`config.mk`:
```
export PLATFORM = sky130hd
export DESIGN_NAME = lp_vector_distance_core
export DESIGN_NICKNAME = d
export VERILOG_FILES = /design/src/hw/rtl/lpvd_pkg.sv /design/src/hw/rtl/lp_vector_distance_core.sv /design/src/hw/rtl/lpvd_lane.sv /design/src/hw/rtl/lpvd_merge.sv /design/src/hw/rtl/lpvd_finish.sv
export VERILOG_INCLUDE_DIRS = /design/src /design/src/hw/rtl
export SDC_FILE = /design/constraint.sdc
export NUM_CORES = 2
export LEC_CHECK = 0
export BUFFER_PORTS_ARGS = -buffer_cell sky130_fd_sc_hd__clkbuf_2
export CAP_MARGIN = 20
export CORE_UTILIZATION = 65
export CTS_BUF_LIST = sky130_fd_sc_hd__clkbuf_4 sky130_fd_sc_hd__clkbuf_8
export CTS_CLUSTER_DIAMETER = 80
export DETAILED_ROUTE_END_ITERATION = 10
export HOLD_SLACK_MARGIN = 0.15
export PLACE_DENSITY = 0.83
export SYNTH_ARGS = -nofsm -noshare
export SYNTH_HDL_FRONTEND = slang
export SYNTH_SLANG_ARGS = --single-unit
```
`constraint.sdc`:
```
create_clock -name aclk -period 17.4 [get_ports aclk]
set_input_delay 0 -clock aclk [delete_from_list [all_inputs] [get_ports aclk]]
set_output_delay 0 -clock aclk [all_outputs]
set_load 0.02 [all_outputs]
```
`src/hw/rtl/lp_vector_distance_core_defines.svh`:
```
// Assertion macros shared by the lp_vector_distance_core RTL.
// Depends on nothing; files that assert include it by bare name.
`ifndef LP_VECTOR_DISTANCE_CORE_DEFINES_SVH
`define LP_VECTOR_DISTANCE_CORE_DEFINES_SVH

// Same-cycle implication, clocked on aclk, off while in reset.
`define LPVD_ASSERT_NOW(label, ante, cons, msg) \
    label: assert property (@(posedge aclk) disable iff (!aresetn) (ante) |-> (cons)) \
        else $error(msg);

// Next-cycle implication, clocked on aclk, off while in reset.
`define LPVD_ASSERT_NEXT(label, ante, cons, msg) \
    label: assert property (@(posedge aclk) disable iff (!aresetn) (ante) |=> (cons)) \
        else $error(msg);

`endif

```
`src/hw/rtl/lpvd_pkg.sv`:
```
// Shared types, widths and codes for the lp_vector_distance_core.
// No dependencies.
`timescale 1ns / 1ps

package lpvd_pkg;

    localparam int LANES      = 4;
    localparam int MAX_DIMS   = 4096;
    localparam int ELEM_BITS  = 16;

    localparam int LANE_IDX_W = $clog2(LANES);
    localparam int ABS_W      = ELEM_BITS;
    localparam int SQ_W       = 2 * ELEM_BITS;
    localparam int SUM_W      = SQ_W + LANE_IDX_W;
    localparam int ACC_W      = 48;
    localparam int THR_W      = 48;
    localparam int DIST_W     = ACC_W + 1;
    localparam int LEN_W      = 13;
    localparam int GRP_W      = $clog2(MAX_DIMS / LANES);
    localparam int ROOT_W     = ACC_W / 2;
    localparam int ROOT_CNT_W = $clog2(ROOT_W);

    localparam int S_FIELDS_W = 2 * LANES * ELEM_BITS + THR_W;
    localparam int S_TDATA_W  = ((S_FIELDS_W + 7) / 8) * 8;
    localparam int M_TDATA_W  = ((DIST_W + 7) / 8) * 8;

    localparam int CFG_ADDR_W = 1;
    localparam int CFG_DATA_W = LEN_W;
    localparam int MODE_W     = 2;

    localparam logic [CFG_ADDR_W-1:0] REG_MODE   = 1'b0;
    localparam logic [CFG_ADDR_W-1:0] REG_LENGTH = 1'b1;

    localparam logic [LEN_W-1:0] LEN_RESET = LEN_W'(128);
    localparam logic [LEN_W-1:0] LEN_MAX   = LEN_W'(MAX_DIMS);

    typedef enum logic [MODE_W-1:0] {
        MODE_L1   = 2'd0,
        MODE_L2SQ = 2'd1,
        MODE_L2   = 2'd2,
        MODE_MAX  = 2'd3
    } lpvd_mode_t;

    typedef enum logic [1:0] {
        FIN_IDLE,
        FIN_ROOT,
        FIN_HOLD
    } lpvd_fin_state_t;

    // Control that travels alongside the lane values.
    typedef struct packed {
        logic valid;
        logic first;
        logic last;
        logic full;
    } lpvd_item_ctl_t;

    // End-of-vector result handed from the merge stage to the finisher.
    typedef struct packed {
        logic             valid;
        logic             abandoned;
        logic [ACC_W-1:0] value;
    } lpvd_fin_t;

endpackage

```
`src/hw/rtl/lp_vector_distance_core.sv`:
```
// A vector's result passes the lane, merge and finisher registers to the output register;
// in L2 root mode the finisher first runs 24 root iterations. Throughput: one item per
// cycle inside a vector; after the last item input stalls until its result reaches the
// output register. Reset: aresetn synchronous, active low; mode L1, length 128, no vector
// in progress. A config write restarts the vector count.
// Top level: input accept, vector bookkeeping, four lanes, merge and finisher.
`timescale 1ns / 1ps
`include "lp_vector_distance_core_defines.svh"

module lp_vector_distance_core (
    input  logic                                aclk,
    input  logic                                aresetn,
    // config write port
    input  logic                                cfg_wr_en,
    input  logic [lpvd_pkg::CFG_ADDR_W-1:0]     cfg_addr,
    input  logic [lpvd_pkg::CFG_DATA_W-1:0]     cfg_wdata,
    // input words
    input  logic                                s_tvalid,
    output logic                                s_tready,
    // low to high: left_0..left_3, right_0..right_3, threshold
    input  logic [lpvd_pkg::S_TDATA_W-1:0]      s_tdata,
    // result words
    output logic                                m_tvalid,
    input  logic                                m_tready,
    // low to high: distance, zero pad
    output logic [lpvd_pkg::M_TDATA_W-1:0]      m_tdata,
    // bit 0: abandoned
    output logic                                m_tuser
);

    localparam int EB = lpvd_pkg::ELEM_BITS;
    localparam int NL = lpvd_pkg::LANES;
    localparam int THR_LSB = 2 * NL * EB;

    lpvd_pkg::lpvd_mode_t             mode_reg;
    logic [lpvd_pkg::LEN_W-1:0]       len_reg;
    logic [lpvd_pkg::GRP_W-1:0]       grp_cnt_reg;
    logic [lpvd_pkg::THR_W-1:0]       thr_reg;
    logic [lpvd_pkg::ACC_W-1:0]       thr_sq_reg;
    logic                             thr_big_reg;
    lpvd_pkg::lpvd_item_ctl_t         lane_ctl_reg, lane_ctl_next;

    logic [lpvd_pkg::LEN_W-1:0]       len_eff;
    logic [lpvd_pkg::LEN_W-1:0]       len_m1;
    logic [lpvd_pkg::GRP_W-1:0]       items_m1;
    logic                             accept;
    logic                             is_first;
    logic                             is_last;
    logic                             is_full;
    logic [NL-1:0]                    lane_en;
    logic [lpvd_pkg::THR_W-1:0]       s_thr;
    logic [NL-1:0][lpvd_pkg::SQ_W-1:0] lane_val;
    lpvd_pkg::lpvd_fin_t              fin;
    logic                             fin_busy;
    logic                             sq_sel;

    always_comb begin
        if (len_reg == '0) begin
            len_eff = lpvd_pkg::LEN_W'(1);
        end else if (len_reg > lpvd_pkg::LEN_MAX) begin
            len_eff = lpvd_pkg::LEN_MAX;
        end else begin
            len_eff = len_reg;
        end
    end

    assign len_m1   = len_eff - 1'b1;
    assign items_m1 = len_m1[lpvd_pkg::LANE_IDX_W +: lpvd_pkg::GRP_W];
    assign is_first = (grp_cnt_reg == '0);
    assign is_last  = (grp_cnt_reg == items_m1);
    assign is_full  = !is_last || (len_eff[lpvd_pkg::LANE_IDX_W-1:0] == '0);

    always_comb begin
        for (int i = 0; i < NL; i++) begin
            lane_en[i] = is_full
                       || (lpvd_pkg::LANE_IDX_W'(i) < len_eff[lpvd_pkg::LANE_IDX_W-1:0]);
        end
    end

    // Hold off new words while a vector end is still on its way to the output.
    assign s_tready = !(lane_ctl_reg.valid && lane_ctl_reg.last) && !fin.valid && !fin_busy;
    assign accept   = s_tvalid && s_tready;
    assign s_thr    = s_tdata[THR_LSB +: lpvd_pkg::THR_W];
    assign sq_sel   = (mode_reg == lpvd_pkg::MODE_L2SQ) || (mode_reg == lpvd_pkg::MODE_L2);

    always_comb begin
        lane_ctl_next.valid = accept;
        lane_ctl_next.first = is_first;
        lane_ctl_next.last  = is_last;
        lane_ctl_next.full  = is_full;
    end

    always_ff @(posedge aclk) begin
        if (!aresetn) begin
            mode_reg     <= lpvd_pkg::MODE_L1;
            len_reg      <= lpvd_pkg::LEN_RESET;
            grp_cnt_reg  <= '0;
            lane_ctl_reg <= '0;
        end else begin
            lane_ctl_reg <= lane_ctl_next;
            if (cfg_wr_en) begin
                case (cfg_addr)
                    lpvd_pkg::REG_MODE: begin
                        mode_reg <= lpvd_pkg::lpvd_mode_t'(cfg_wdata[lpvd_pkg::MODE_W-1:0]);
                    end
                    lpvd_pkg::REG_LENGTH: begin
                        len_reg <= cfg_wdata[lpvd_pkg::LEN_W-1:0];
                    end
                    default: begin
                        len_reg <= len_reg;
                    end
                endcase
                grp_cnt_reg <= '0;
            end else if (accept) begin
                grp_cnt_reg <= is_last ? '0 : grp_cnt_reg + 1'b1;
            end
        end
    end

    // Threshold and its square are sampled on the first word of a vector.
    always_ff @(posedge aclk) begin
        if (accept && is_first) begin
            thr_reg     <= s_thr;
            thr_sq_reg  <= lpvd_pkg::ACC_W'(s_thr[lpvd_pkg::ROOT_W-1:0])
                         * lpvd_pkg::ACC_W'(s_thr[lpvd_pkg::ROOT_W-1:0]);
            thr_big_reg <= |s_thr[lpvd_pkg::THR_W-1:lpvd_pkg::ROOT_W];
        end
    end

    for (genvar g = 0; g < NL; g++) begin : g_lane
        lpvd_lane u_lane (
            .aclk     (aclk),
            .left_in  (s_tdata[g*EB +: EB]),
            .right_in (s_tdata[(NL+g)*EB +: EB]),
            .lane_en  (lane_en[g]),
            .sq_sel   (sq_sel),
            .lane_val (lane_val[g])
        );
    end

    lpvd_merge u_merge (
        .aclk     (aclk),
        .aresetn  (aresetn),
        .lane_val (lane_val),
        .ctl      (lane_ctl_reg),
        .mode     (mode_reg),
        .thr      (thr_reg),
        .thr_sq   (thr_sq_reg),
        .thr_big  (thr_big_reg),
        .fin      (fin)
    );

    lpvd_finish u_finish (
        .aclk     (aclk),
        .aresetn  (aresetn),
        .fin      (fin),
        .mode     (mode_reg),
        .thr      (thr_reg),
        .busy     (fin_busy),
        .m_tvalid (m_tvalid),
        .m_tready (m_tready),
        .m_tdata  (m_tdata),
        .m_tuser  (m_tuser)
    );

    `LPVD_ASSERT_NEXT(a_last_stalls, accept && is_last, !s_tready, "input not stalled after vector end")
    `LPVD_ASSERT_NOW(a_fin_after_last, fin.valid, $past(lane_ctl_reg.valid && lane_ctl_reg.last), "vector result without a last word")
    `LPVD_ASSERT_NEXT(a_cfg_restart, cfg_wr_en, grp_cnt_reg == '0, "config write did not restart the vector")

endmodule

```
`src/hw/rtl/lpvd_lane.sv`:
```
// One element lane: absolute difference, optional square, registered.
// Depends on lpvd_pkg.
`timescale 1ns / 1ps

module lpvd_lane (
    input  logic                              aclk,
    input  logic signed [lpvd_pkg::ELEM_BITS-1:0] left_in,
    input  logic signed [lpvd_pkg::ELEM_BITS-1:0] right_in,
    input  logic                              lane_en,
    input  logic                              sq_sel,
    output logic [lpvd_pkg::SQ_W-1:0]         lane_val
);

    logic signed [lpvd_pkg::ELEM_BITS:0] diff;
    logic [lpvd_pkg::ELEM_BITS:0]        diff_mag;
    logic [lpvd_pkg::ABS_W-1:0]          abs_val;
    logic [lpvd_pkg::SQ_W-1:0]           lane_val_reg;
    logic [lpvd_pkg::SQ_W-1:0]           lane_val_next;

    assign diff     = {left_in[lpvd_pkg::ELEM_BITS-1], left_in}
                    - {right_in[lpvd_pkg::ELEM_BITS-1], right_in};
    assign diff_mag = diff[lpvd_pkg::ELEM_BITS] ? (~diff + 1'b1) : diff;
    assign abs_val  = diff_mag[lpvd_pkg::ABS_W-1:0];

    always_comb begin
        if (!lane_en) begin
            lane_val_next = '0;
        end else if (sq_sel) begin
            lane_val_next = lpvd_pkg::SQ_W'(abs_val) * lpvd_pkg::SQ_W'(abs_val);
        end else begin
            lane_val_next = lpvd_pkg::SQ_W'(abs_val);
        end
    end

    always_ff @(posedge aclk) begin
        lane_val_reg <= lane_val_next;
    end

    assign lane_val = lane_val_reg;

endmodule

```
`src/hw/rtl/lpvd_merge.sv`:
```
// Merge stage: folds the lane values into the running sum or max,
// checks the abandon bound on full groups. Depends on lpvd_pkg.
`timescale 1ns / 1ps

module lpvd_merge (
    input  logic                                            aclk,
    input  logic                                            aresetn,
    input  logic [lpvd_pkg::LANES-1:0][lpvd_pkg::SQ_W-1:0]  lane_val,
    input  lpvd_pkg::lpvd_item_ctl_t                        ctl,
    input  lpvd_pkg::lpvd_mode_t                            mode,
    input  logic [lpvd_pkg::THR_W-1:0]                      thr,
    input  logic [lpvd_pkg::ACC_W-1:0]                      thr_sq,
    input  logic                                            thr_big,
    output lpvd_pkg::lpvd_fin_t                             fin
);

    logic [lpvd_pkg::ACC_W-1:0] acc_reg, acc_next;
    logic                       abd_reg, abd_next;
    logic                       fin_valid_reg, fin_valid_next;

    logic [lpvd_pkg::ACC_W-1:0] base_acc;
    logic                       base_abd;
    logic [lpvd_pkg::SUM_W-1:0] lane_sum;
    logic [lpvd_pkg::SQ_W-1:0]  lane_max;
    logic [lpvd_pkg::ACC_W:0]   total;
    logic [lpvd_pkg::ACC_W-1:0] upd_acc;
    logic                       over;

    always_comb begin
        lane_sum = '0;
        lane_max = '0;
        for (int i = 0; i < lpvd_pkg::LANES; i++) begin
            lane_sum = lane_sum + lpvd_pkg::SUM_W'(lane_val[i]);
            if (lane_val[i] > lane_max) begin
                lane_max = lane_val[i];
            end
        end
    end

    assign base_acc = ctl.first ? '0 : acc_reg;
    assign base_abd = ctl.first ? 1'b0 : abd_reg;
    assign total    = {1'b0, base_acc} + (lpvd_pkg::ACC_W + 1)'(lane_sum);

    always_comb begin
        if (mode == lpvd_pkg::MODE_MAX) begin
            upd_acc = (lpvd_pkg::ACC_W'(lane_max) > base_acc)
                    ? lpvd_pkg::ACC_W'(lane_max) : base_acc;
        end else if (total[lpvd_pkg::ACC_W]) begin
            upd_acc = '1;   // saturate
        end else begin
            upd_acc = total[lpvd_pkg::ACC_W-1:0];
        end
    end

    // Thresholds too large to square in the accumulator never trip L2.
    always_comb begin
        if (mode == lpvd_pkg::MODE_L2) begin
            over = !thr_big && (upd_acc > thr_sq);
        end else begin
            over = upd_acc > thr;
        end
    end

    always_comb begin
        acc_next       = acc_reg;
        abd_next       = abd_reg;
        fin_valid_next = ctl.valid && ctl.last;
        if (ctl.valid) begin
            acc_next = base_acc;
            abd_next = base_abd;
            if (!base_abd) begin
                acc_next = upd_acc;
                abd_next = ctl.full && over;
            end
        end
    end

    always_ff @(posedge aclk) begin
        if (!aresetn) begin
            acc_reg       <= '0;
            abd_reg       <= 1'b0;
            fin_valid_reg <= 1'b0;
        end else begin
            acc_reg       <= acc_next;
            abd_reg       <= abd_next;
            fin_valid_reg <= fin_valid_next;
        end
    end

    assign fin.valid     = fin_valid_reg;
    assign fin.abandoned = abd_reg;
    assign fin.value     = acc_reg;

endmodule

```
`src/hw/rtl/lpvd_finish.sv`:
```
// Finisher: per-vector result select, iterative integer square root
// (two bits a cycle) and the output register. Depends on lpvd_pkg.
`timescale 1ns / 1ps
`include "lp_vector_distance_core_defines.svh"

module lpvd_finish (
    input  logic                              aclk,
    input  logic                              aresetn,
    input  lpvd_pkg::lpvd_fin_t               fin,
    input  lpvd_pkg::lpvd_mode_t              mode,
    input  logic [lpvd_pkg::THR_W-1:0]        thr,
    output logic                              busy,
    output logic                              m_tvalid,
    input  logic                              m_tready,
    output logic [lpvd_pkg::M_TDATA_W-1:0]    m_tdata,
    output logic                              m_tuser
);

    lpvd_pkg::lpvd_fin_state_t state_reg, state_next;

    logic [lpvd_pkg::ACC_W-1:0]      n_reg;
    logic [lpvd_pkg::ROOT_W+1:0]     rem_reg;
    logic [lpvd_pkg::ROOT_W-1:0]     root_reg;
    logic [lpvd_pkg::ROOT_CNT_W-1:0] cnt_reg;
    logic [lpvd_pkg::DIST_W-1:0]     res_reg;
    logic                            res_abd_reg;
    logic                            out_valid_reg;
    logic [lpvd_pkg::DIST_W-1:0]     out_dist_reg;
    logic                            out_abd_reg;

    logic                            capture;
    logic                            root_step;
    logic                            load_out;
    logic                            need_root;
    logic [lpvd_pkg::ROOT_W+3:0]     rem_shift;
    logic [lpvd_pkg::ROOT_W+3:0]     trial;
    logic                            take;
    logic [lpvd_pkg::ROOT_W+1:0]     rem_next;
    logic [lpvd_pkg::ROOT_W-1:0]     root_next;

    assign need_root = (mode == lpvd_pkg::MODE_L2) && !fin.abandoned;

    always_comb begin
        state_next = state_reg;
        case (state_reg)
            lpvd_pkg::FIN_IDLE: begin
                if (fin.valid) begin
                    state_next = need_root ? lpvd_pkg::FIN_ROOT : lpvd_pkg::FIN_HOLD;
                end
            end
            lpvd_pkg::FIN_ROOT: begin
                if (cnt_reg == '0) begin
                    state_next = lpvd_pkg::FIN_HOLD;
                end
            end
            lpvd_pkg::FIN_HOLD: begin
                if (!out_valid_reg || m_tready) begin
                    state_next = lpvd_pkg::FIN_IDLE;
                end
            end
            default: begin
                state_next = lpvd_pkg::FIN_IDLE;
            end
        endcase
    end

    always_comb begin
        capture   = 1'b0;
        root_step = 1'b0;
        load_out  = 1'b0;
        case (state_reg)
            lpvd_pkg::FIN_IDLE: capture   = fin.valid;
            lpvd_pkg::FIN_ROOT: root_step = 1'b1;
            lpvd_pkg::FIN_HOLD: load_out  = !out_valid_reg || m_tready;
            default: begin
                capture = 1'b0;
            end
        endcase
    end

    assign busy = (state_reg != lpvd_pkg::FIN_IDLE);

    // Restoring square root, one result bit per cycle from the top pair down.
    assign rem_shift = {rem_reg, n_reg[lpvd_pkg::ACC_W-1 -: 2]};
    assign trial     = (lpvd_pkg::ROOT_W + 4)'({root_reg, 2'b01});
    assign take      = rem_shift >= trial;
    assign rem_next  = take ? lpvd_pkg::ROOT_W'(0) + (lpvd_pkg::ROOT_W + 2)'(rem_shift - trial)
                            : rem_shift[lpvd_pkg::ROOT_W+1:0];
    assign root_next = {root_reg[lpvd_pkg::ROOT_W-2:0], take};

    always_ff @(posedge aclk) begin
        if (!aresetn) begin
            state_reg     <= lpvd_pkg::FIN_IDLE;
            out_valid_reg <= 1'b0;
        end else begin
            state_reg <= state_next;
            if (load_out) begin
                out_valid_reg <= 1'b1;
            end else if (m_tready) begin
                out_valid_reg <= 1'b0;
            end
        end
    end

    always_ff @(posedge aclk) begin
        if (capture) begin
            n_reg       <= fin.value;
            rem_reg     <= '0;
            root_reg    <= '0;
            cnt_reg     <= lpvd_pkg::ROOT_CNT_W'(lpvd_pkg::ROOT_W - 1);
            res_abd_reg <= fin.abandoned;
            if (fin.abandoned && (mode == lpvd_pkg::MODE_L2)) begin
                res_reg <= {thr, 1'b0};
            end else begin
                res_reg <= lpvd_pkg::DIST_W'(fin.value);
            end
        end else if (root_step) begin
            n_reg    <= {n_reg[lpvd_pkg::ACC_W-3:0], 2'b00};
            rem_reg  <= rem_next;
            root_reg <= root_next;
            cnt_reg  <= cnt_reg - 1'b1;
            if (cnt_reg == '0) begin
                res_reg <= lpvd_pkg::DIST_W'(root_next);
            end
        end
        if (load_out) begin
            out_dist_reg <= res_reg;
            out_abd_reg  <= res_abd_reg;
        end
    end

    assign m_tvalid = out_valid_reg;
    assign m_tdata  = lpvd_pkg::M_TDATA_W'(out_dist_reg);
    assign m_tuser  = out_abd_reg;

    `LPVD_ASSERT_NOW(a_fin_no_collide, fin.valid, state_reg == lpvd_pkg::FIN_IDLE, "finisher busy when a vector result arrived")
    `LPVD_ASSERT_NEXT(a_root_ends, (state_reg == lpvd_pkg::FIN_ROOT) && (cnt_reg == '0), state_reg == lpvd_pkg::FIN_HOLD, "root iteration did not end")
    `LPVD_ASSERT_NEXT(a_hold_loads, load_out, out_valid_reg && (state_reg == lpvd_pkg::FIN_IDLE), "held result not moved to output")

endmodule

```
* Word level (Yosys, flattened, before mapping)
Index checks and enable logic that the tools add are counted.
** Storage, ports and cells
- Register bits :: 510
- Input port bits :: 195
- Output and inout bits :: 59
** Operators by class
- $add $sub $neg :: 16
- Multiply operators :: 5
- Order comparisons :: 13
- Equality and inequality tests :: 9
- Mux-type cells :: 40
- Bitwise logic cells :: 6
- Reductions and logical operators :: 42
** Operators by type and width (count)
- 48-bit two-way mux :: 7
- 49-bit two-way mux :: 4
- 16-bit by 16-bit multiplier with 32-bit output :: 4
- 16-bit two-way mux :: 8
- 32-bit two-way mux :: 4
- 32-bit > comparator :: 3
- 48-bit > comparator :: 2
- 34-bit by 32-bit adder with 34-bit output :: 2
- 16-bit by 16-bit subtractor with 17-bit output :: 4
- 16-bit by 1-bit adder with 16-bit output (second input constant) :: 4
- 16-bit NOT :: 4
- 48-bit by 34-bit adder with 49-bit output :: 1
- 32-bit by 48-bit > comparator with 1-bit output :: 1
- 24-bit by 24-bit multiplier with 48-bit output :: 1
- 32-bit by 32-bit adder with 33-bit output :: 1
- 32-bit by 1-bit > comparator with 1-bit output (second input constant) :: 1
- 28-bit by 26-bit >= comparator with 1-bit output :: 1
- 26-bit two-way mux :: 1
- 26-bit subtractor :: 1
- 12-bit two-way mux :: 2
- 24-bit OR reduction :: 1
- 2-bit AND reduction :: 7
- 13-bit > comparator (second input constant) :: 1
- 13-bit zero test :: 1
- 24 further kinds :: 65

* Logic depth before layout (Yosys ltp)
- Word-level depth :: 16
- Mapped depth :: 68

* Hierarchy
A second synthesis with hierarchy kept.
** Second synthesis, totals
- Cells, all modules :: 9642
- Area, all modules :: 84603.6 um^2
** By module, submodules not included
- lp_vector_distance_core :: times used 1, cells each 2124, area an instance 21011.4 um^2, sequential area each 3433.3 um^2
- lpvd_lane (g_lane[0].u_lane ...) :: times used 2, cells each 1071, area an instance 9420.3 um^2, sequential area each 640.6 um^2
- lpvd_merge :: times used 1, cells each 2238, area an instance 16215.6 um^2, sequential area each 1001.0 um^2
- lpvd_finish :: times used 1, cells each 927, area an instance 9664.3 um^2, sequential area each 5605.4 um^2
- lpvd_lane (g_lane[2].u_lane) :: times used 1, cells each 1115, area an instance 9522.9 um^2, sequential area each 640.6 um^2
- lpvd_lane (g_lane[3].u_lane) :: times used 1, cells each 1096, area an instance 9349.0 um^2, sequential area each 640.6 um^2

* Worst setup path after synthesis
Ideal clock, no wire load.
- Path kind :: flip-flop to flip-flop
- Start point :: register g_lane[0].u_lane.lane_val_reg, in the netlist g_lane[0].u_lane.lane_val[31]
- End point :: register u_merge.abd_reg
- Library setup time :: 0.124 ns
- Arrival :: 12.988 ns
- Slack :: 4.288 ns
- Stages on the path, launching flop included :: 67
- Path buffers :: 7
- Cell sequence :: dfxtp_1 -> inv_1 -> ha_1 -> nand4_1 -> or4_1 -> or3b_1 -> o21a_1 -> nor2_1 -> clkbuf_1 -> buf_2 -> mux2i_1 -> ha_1 -> nand4_1 -> nor3_1 -> o211ai_1 -> a32oi_1 -> nor4b_1 -> a31oi_1 -> (+31 left out) -> clkbuf_1 -> clkbuf_1 -> a221oi_2 -> ha_1 -> a21o_1 -> a21o_1 -> a21o_1 -> a21oi_1 -> nor2b_1 -> o21ai_0 -> nand2b_1 -> a21oi_1 -> nand2_1 -> a21oi_1 -> o21ai_0 -> o2bb2ai_1 -> a21oi_1 -> o21ai_1
** On the way
- Word-level cells in the longest chain between the ends :: 16
** Ends and longest elaborated chain
- start: declaration :: line lpvd_lane.sv:17 : logic [lpvd_pkg::SQ_W-1:0] lane_val_reg;
- start signal: assignment :: line lpvd_lane.sv:36 : lane_val_reg <= lane_val_next;
- 32-bit by 1-bit > comparator with 1-bit output :: line lpvd_merge.sv:34 : if (lane_val[i] > lane_max) begin
- 32-bit two-way mux :: line lpvd_merge.sv:34
- 32-bit > comparator :: line lpvd_merge.sv:34
- 32-bit two-way mux :: line lpvd_merge.sv:34
- 32-bit > comparator :: line lpvd_merge.sv:34
- 32-bit two-way mux :: line lpvd_merge.sv:34
- 32-bit > comparator :: line lpvd_merge.sv:34
- 32-bit two-way mux :: line lpvd_merge.sv:34
- 32-bit by 48-bit > comparator with 1-bit output :: line lpvd_merge.sv:46 : upd_acc = (lpvd_pkg::ACC_W'(lane_max) > base_acc)
- 48-bit two-way mux :: line lpvd_merge.sv:47 : ? lpvd_pkg::ACC_W'(lane_max) : base_acc;
- 48-bit two-way mux * :: line lpvd_merge.sv:45 : if (mode == lpvd_pkg::MODE_MAX) begin
- 48-bit > comparator :: line lpvd_merge.sv:58 : over = !thr_big && (upd_acc > thr_sq);
- 1-bit logical AND :: line lpvd_merge.sv:58
- 1-bit two-way mux * :: line lpvd_merge.sv:57 : if (mode == lpvd_pkg::MODE_L2) begin
- 1-bit logical AND * :: line lpvd_merge.sv:73 : abd_next = ctl.full && over;
- 1-bit two-way mux * :: line lpvd_merge.sv:71 : if (!base_abd) begin
- end signal: assignment :: line lpvd_merge.sv:85 : abd_reg <= abd_next;
- end: declaration :: line lpvd_merge.sv:18 : logic abd_reg, abd_next;
Mark *: on every way between the ends. The rest lies on a longest branch, timed or not.
A chain may end at the register's enable or synchronous reset.

* Worst setup path in the final report
- Start point :: register g_lane[0].u_lane.lane_val_reg, in the netlist g_lane[0].u_lane.lane_val[29]
- End point :: register u_merge.abd_reg
Same word-level chain as after synthesis.

==> results.json <==
{
  "synth_top_cell_area_share_pct": 27.99,
  "synth_edf_count": 243,
  "slew_headroom_pct": 24.73,
  "fin_skew_ns": 0.05321,
  "clkTransAtPathRegs_ns": 0.07,
  "first_global_vias": 66970,
  "fp.dieW_um": 352.6,
  "cts-root-buf": "clkbuf_8",
  "yosys.cell_types.count": 89,
  "cts_tree": "done",
  "crit_path_max_fanout": 18,
  "start_util_pct": 65.54,
  "crit_type": "flop to flop",
  "place_hpwl_um": 176400,
  "totalWireLength_um": 219800,
  "grt_max_degree": 75,
  "clk_latency_ns": 0.72,
  "worstHoldStart": "s_tdata[112]",
  "cts_buffers": 85,
  "async_flop_share_pct": 0,
  "ys.flop_type": "dfxtp_1",
  "cts.sinks": 508,
  "rsz0062_at_grt": "false",
  "largest_reg_flops": 128,
  "fp.dieH_um": 352.6,
  "gp_congestion": 0.9891,
  "cts_resized": 0,
  "detail_route.wl_per_cell_um": 19.89,
  "setup.worst_path.start_class": "flop",
  "antenna_found_initial": 18,
  "arrival_ns": 16.41,
  "grt_pass1_wl_um": 351100,
  "cts_max_level": 3,
  "synth_area_leader_cell": "fa_1",
  "worstSetupStartpoint": "g_lane[0].u_lane.lane_val[29]$_SDFF_PN0_",
  "final_nets": 11630,
  "status": "complete, no violations",
  "crit_top_cell": "a21o_1",
  "gr-total-overflow": 0,
  "coreArea_sq_um": 121900,
  "grtUsageTotal_pct": 35.62,
  "required_ns": 17.95,
  "finalHoldViolCount": 0,
  "yosysSeqAreaShare_pct": 15.78,
  "synthesis.instances": 9028,
  "postRouteAntennaNets": 0,
  "worst_path_max_delay_cell": "and2_1",
  "cts_buffer_depth": 3,
  "period_needed_ns": 15.86,
  "synthTopCellsByArea": "fa_1 28%, ha_1 15%, edfxtp_1 9.1%",
  "timing.max_cap.violations": 0,
  "drc_errors": 0,
  "drtIter0Drc": 5811,
  "final_util_pct": 70.73,
  "dr.pass1.iters": 7,
  "dieArea_sq_um": 124300,
  "setup_tns_ns": 0,
  "synth-seq-cells": 508,
  "endpoint_kind": "flop",
  "avgSynthCellArea_sq_um": 8.848,
  "layout_common_cells": "1,932 x inv_1, 1,117 x fa_1, 961 x ha_1, 750 x nand2_1, 713 x nor2_1",
  "syn_to_final_growth_pct": 7.916,
  "netlist_area_sq_um": 79880,
  "final-max-slew-violation-count": 0,
  "timing.fmax_mhz": 63.06,
  "yosysWarnings": 0,
  "viasPerCell": 5.842,
  "io_pins": 254,
  "tightest_slew_ns": 1.114,
  "hold_path.class": "input port to flop",
  "cpPeakStageDelay_ns": 0.78,
  "portBuffers": 246,
  "fin_crit_sh_pct": 91.14,
  "rows": 128,
  "drive_above_1_share_pct": 7.005,
  "setup_viol": 0,
  "r2r-start": "g_lane[0].u_lane.lane_val[29]$_SDFF_PN0_",
  "layout_commonest_cell": "inv_1",
  "vias": 64570
}
logic make-up after synthesis:
kind of cell,count (synthesis),share of synthesized area [%]
flip-flops,508,15.78
other,1,0.004694
adder cells (fa/ha/maj),2079,43.06
buffers and inverters,2196,10.38
AO/OA/AOI/OAI,1323,10.67
AND/OR/NAND/NOR,2379,13.83
multiplexers,152,1.995
XOR/XNOR,390,4.276
final timing paths:
kind	endpoint	slack [ns]	cells past startpoint
worst max-delay path	u_merge.abd_reg$_SDFFE_PN0P_	1.54	65
worst min-delay path	g_lane[3].u_lane.lane_val[0]$_SDFF_PN0_	0.21	3
worst min register to register	u_finish.out_dist_reg[30]$_DFFE_PP_	0.41	0
worst max register to register	u_merge.abd_reg$_SDFFE_PN0P_	1.54	65
synth_stat cells, types with 49 or more instances:
library cell,instances
a21o_1,170
xor2_1,151
o21ai_0,261
nor2_1,716
nand3_1,88
xnor2_1,239
nand2_1,753
nand4_1,60
or2_2,80
mux2i_1,103
ha_1,962
o21a_1,77
and2_1,183
dfxtp_1,265
a211oi_1,49
fa_1,1117
edfxtp_1,243
inv_1,1933
clkbuf_1,210
nor2b_1,84
nor3_1,118
a21oi_1,398
nand2b_1,137
layout make-up:
| class | count | area, sq um |
|---|---|---|
| fillers | 9127 | 35670 |
| multi-input cells | 6330 | 59090 |
| diodes | 5 | 12.51 |
| clock buffers | 120 | 1508 |
| clock inverters | 34 | 316.6 |
| well taps | 1625 | 2033 |
| inverters | 1956 | 7342 |
| repair buffers | 474 | 3306 |
| flip-flops and latches | 508 | 12600 |
critical path: cells and delay by family (launching register included):
family / cells / cell delay, ns
AO/OA/AOI/OAI: 37 / 7.75
adder cells (fa/ha/maj): 5 / 1.29
buffers and inverters: 7 / 1.60
flip-flops: 1 / 0.36
multiplexers: 3 / 0.98
AND/OR/NAND/NOR: 13 / 3.69
routing by layer:
layer | wire, um | up-vias | share of wire [%] | track usage (%)
met5 | 63 | - | 0.029 | 0
met4 | 7696 | 10 | 3.5 | 12.28
met3 | 19380 | 584 | 8.8 | 5.397
met2 | 102400 | 2958 | 47 | 58.49
met1 | 90280 | 31450 | 41 | 48.19
li1 | - | 29560 | - | -
metrics by stage:
| step | setup WS (ns) | hold WS, ns | instance area, sq um | std cells |
|---|---|---|---|---|
| after floorplan | 4.288 | 0.07931 | 79900 | 9034 |
| after global placement | 2.179 | 0.1936 | 82980 | 10760 |
| after detailed placement | 1.905 | 0.1952 | 82980 | 10760 |
| after CTS | 1.855 | 0.1577 | 86140 | 11040 |
| after global routing | 0.5432 | 0.2218 | 86200 | 11050 |
| final | 1.541 | 0.2096 | 86210 | 11050 |
what timing repair did:
item / 4_1_cts / 5_1_grt
endpoints found under the hold margin: 137 / 0
endpoints found under the setup margin: 0 / 0
setup buffers: 0 / 0
hold buffers: 134 / 0
Power is left out: the tool's default activity adds up to more than one toggle a clock period on the data nets, which glitch-free logic cannot reach.
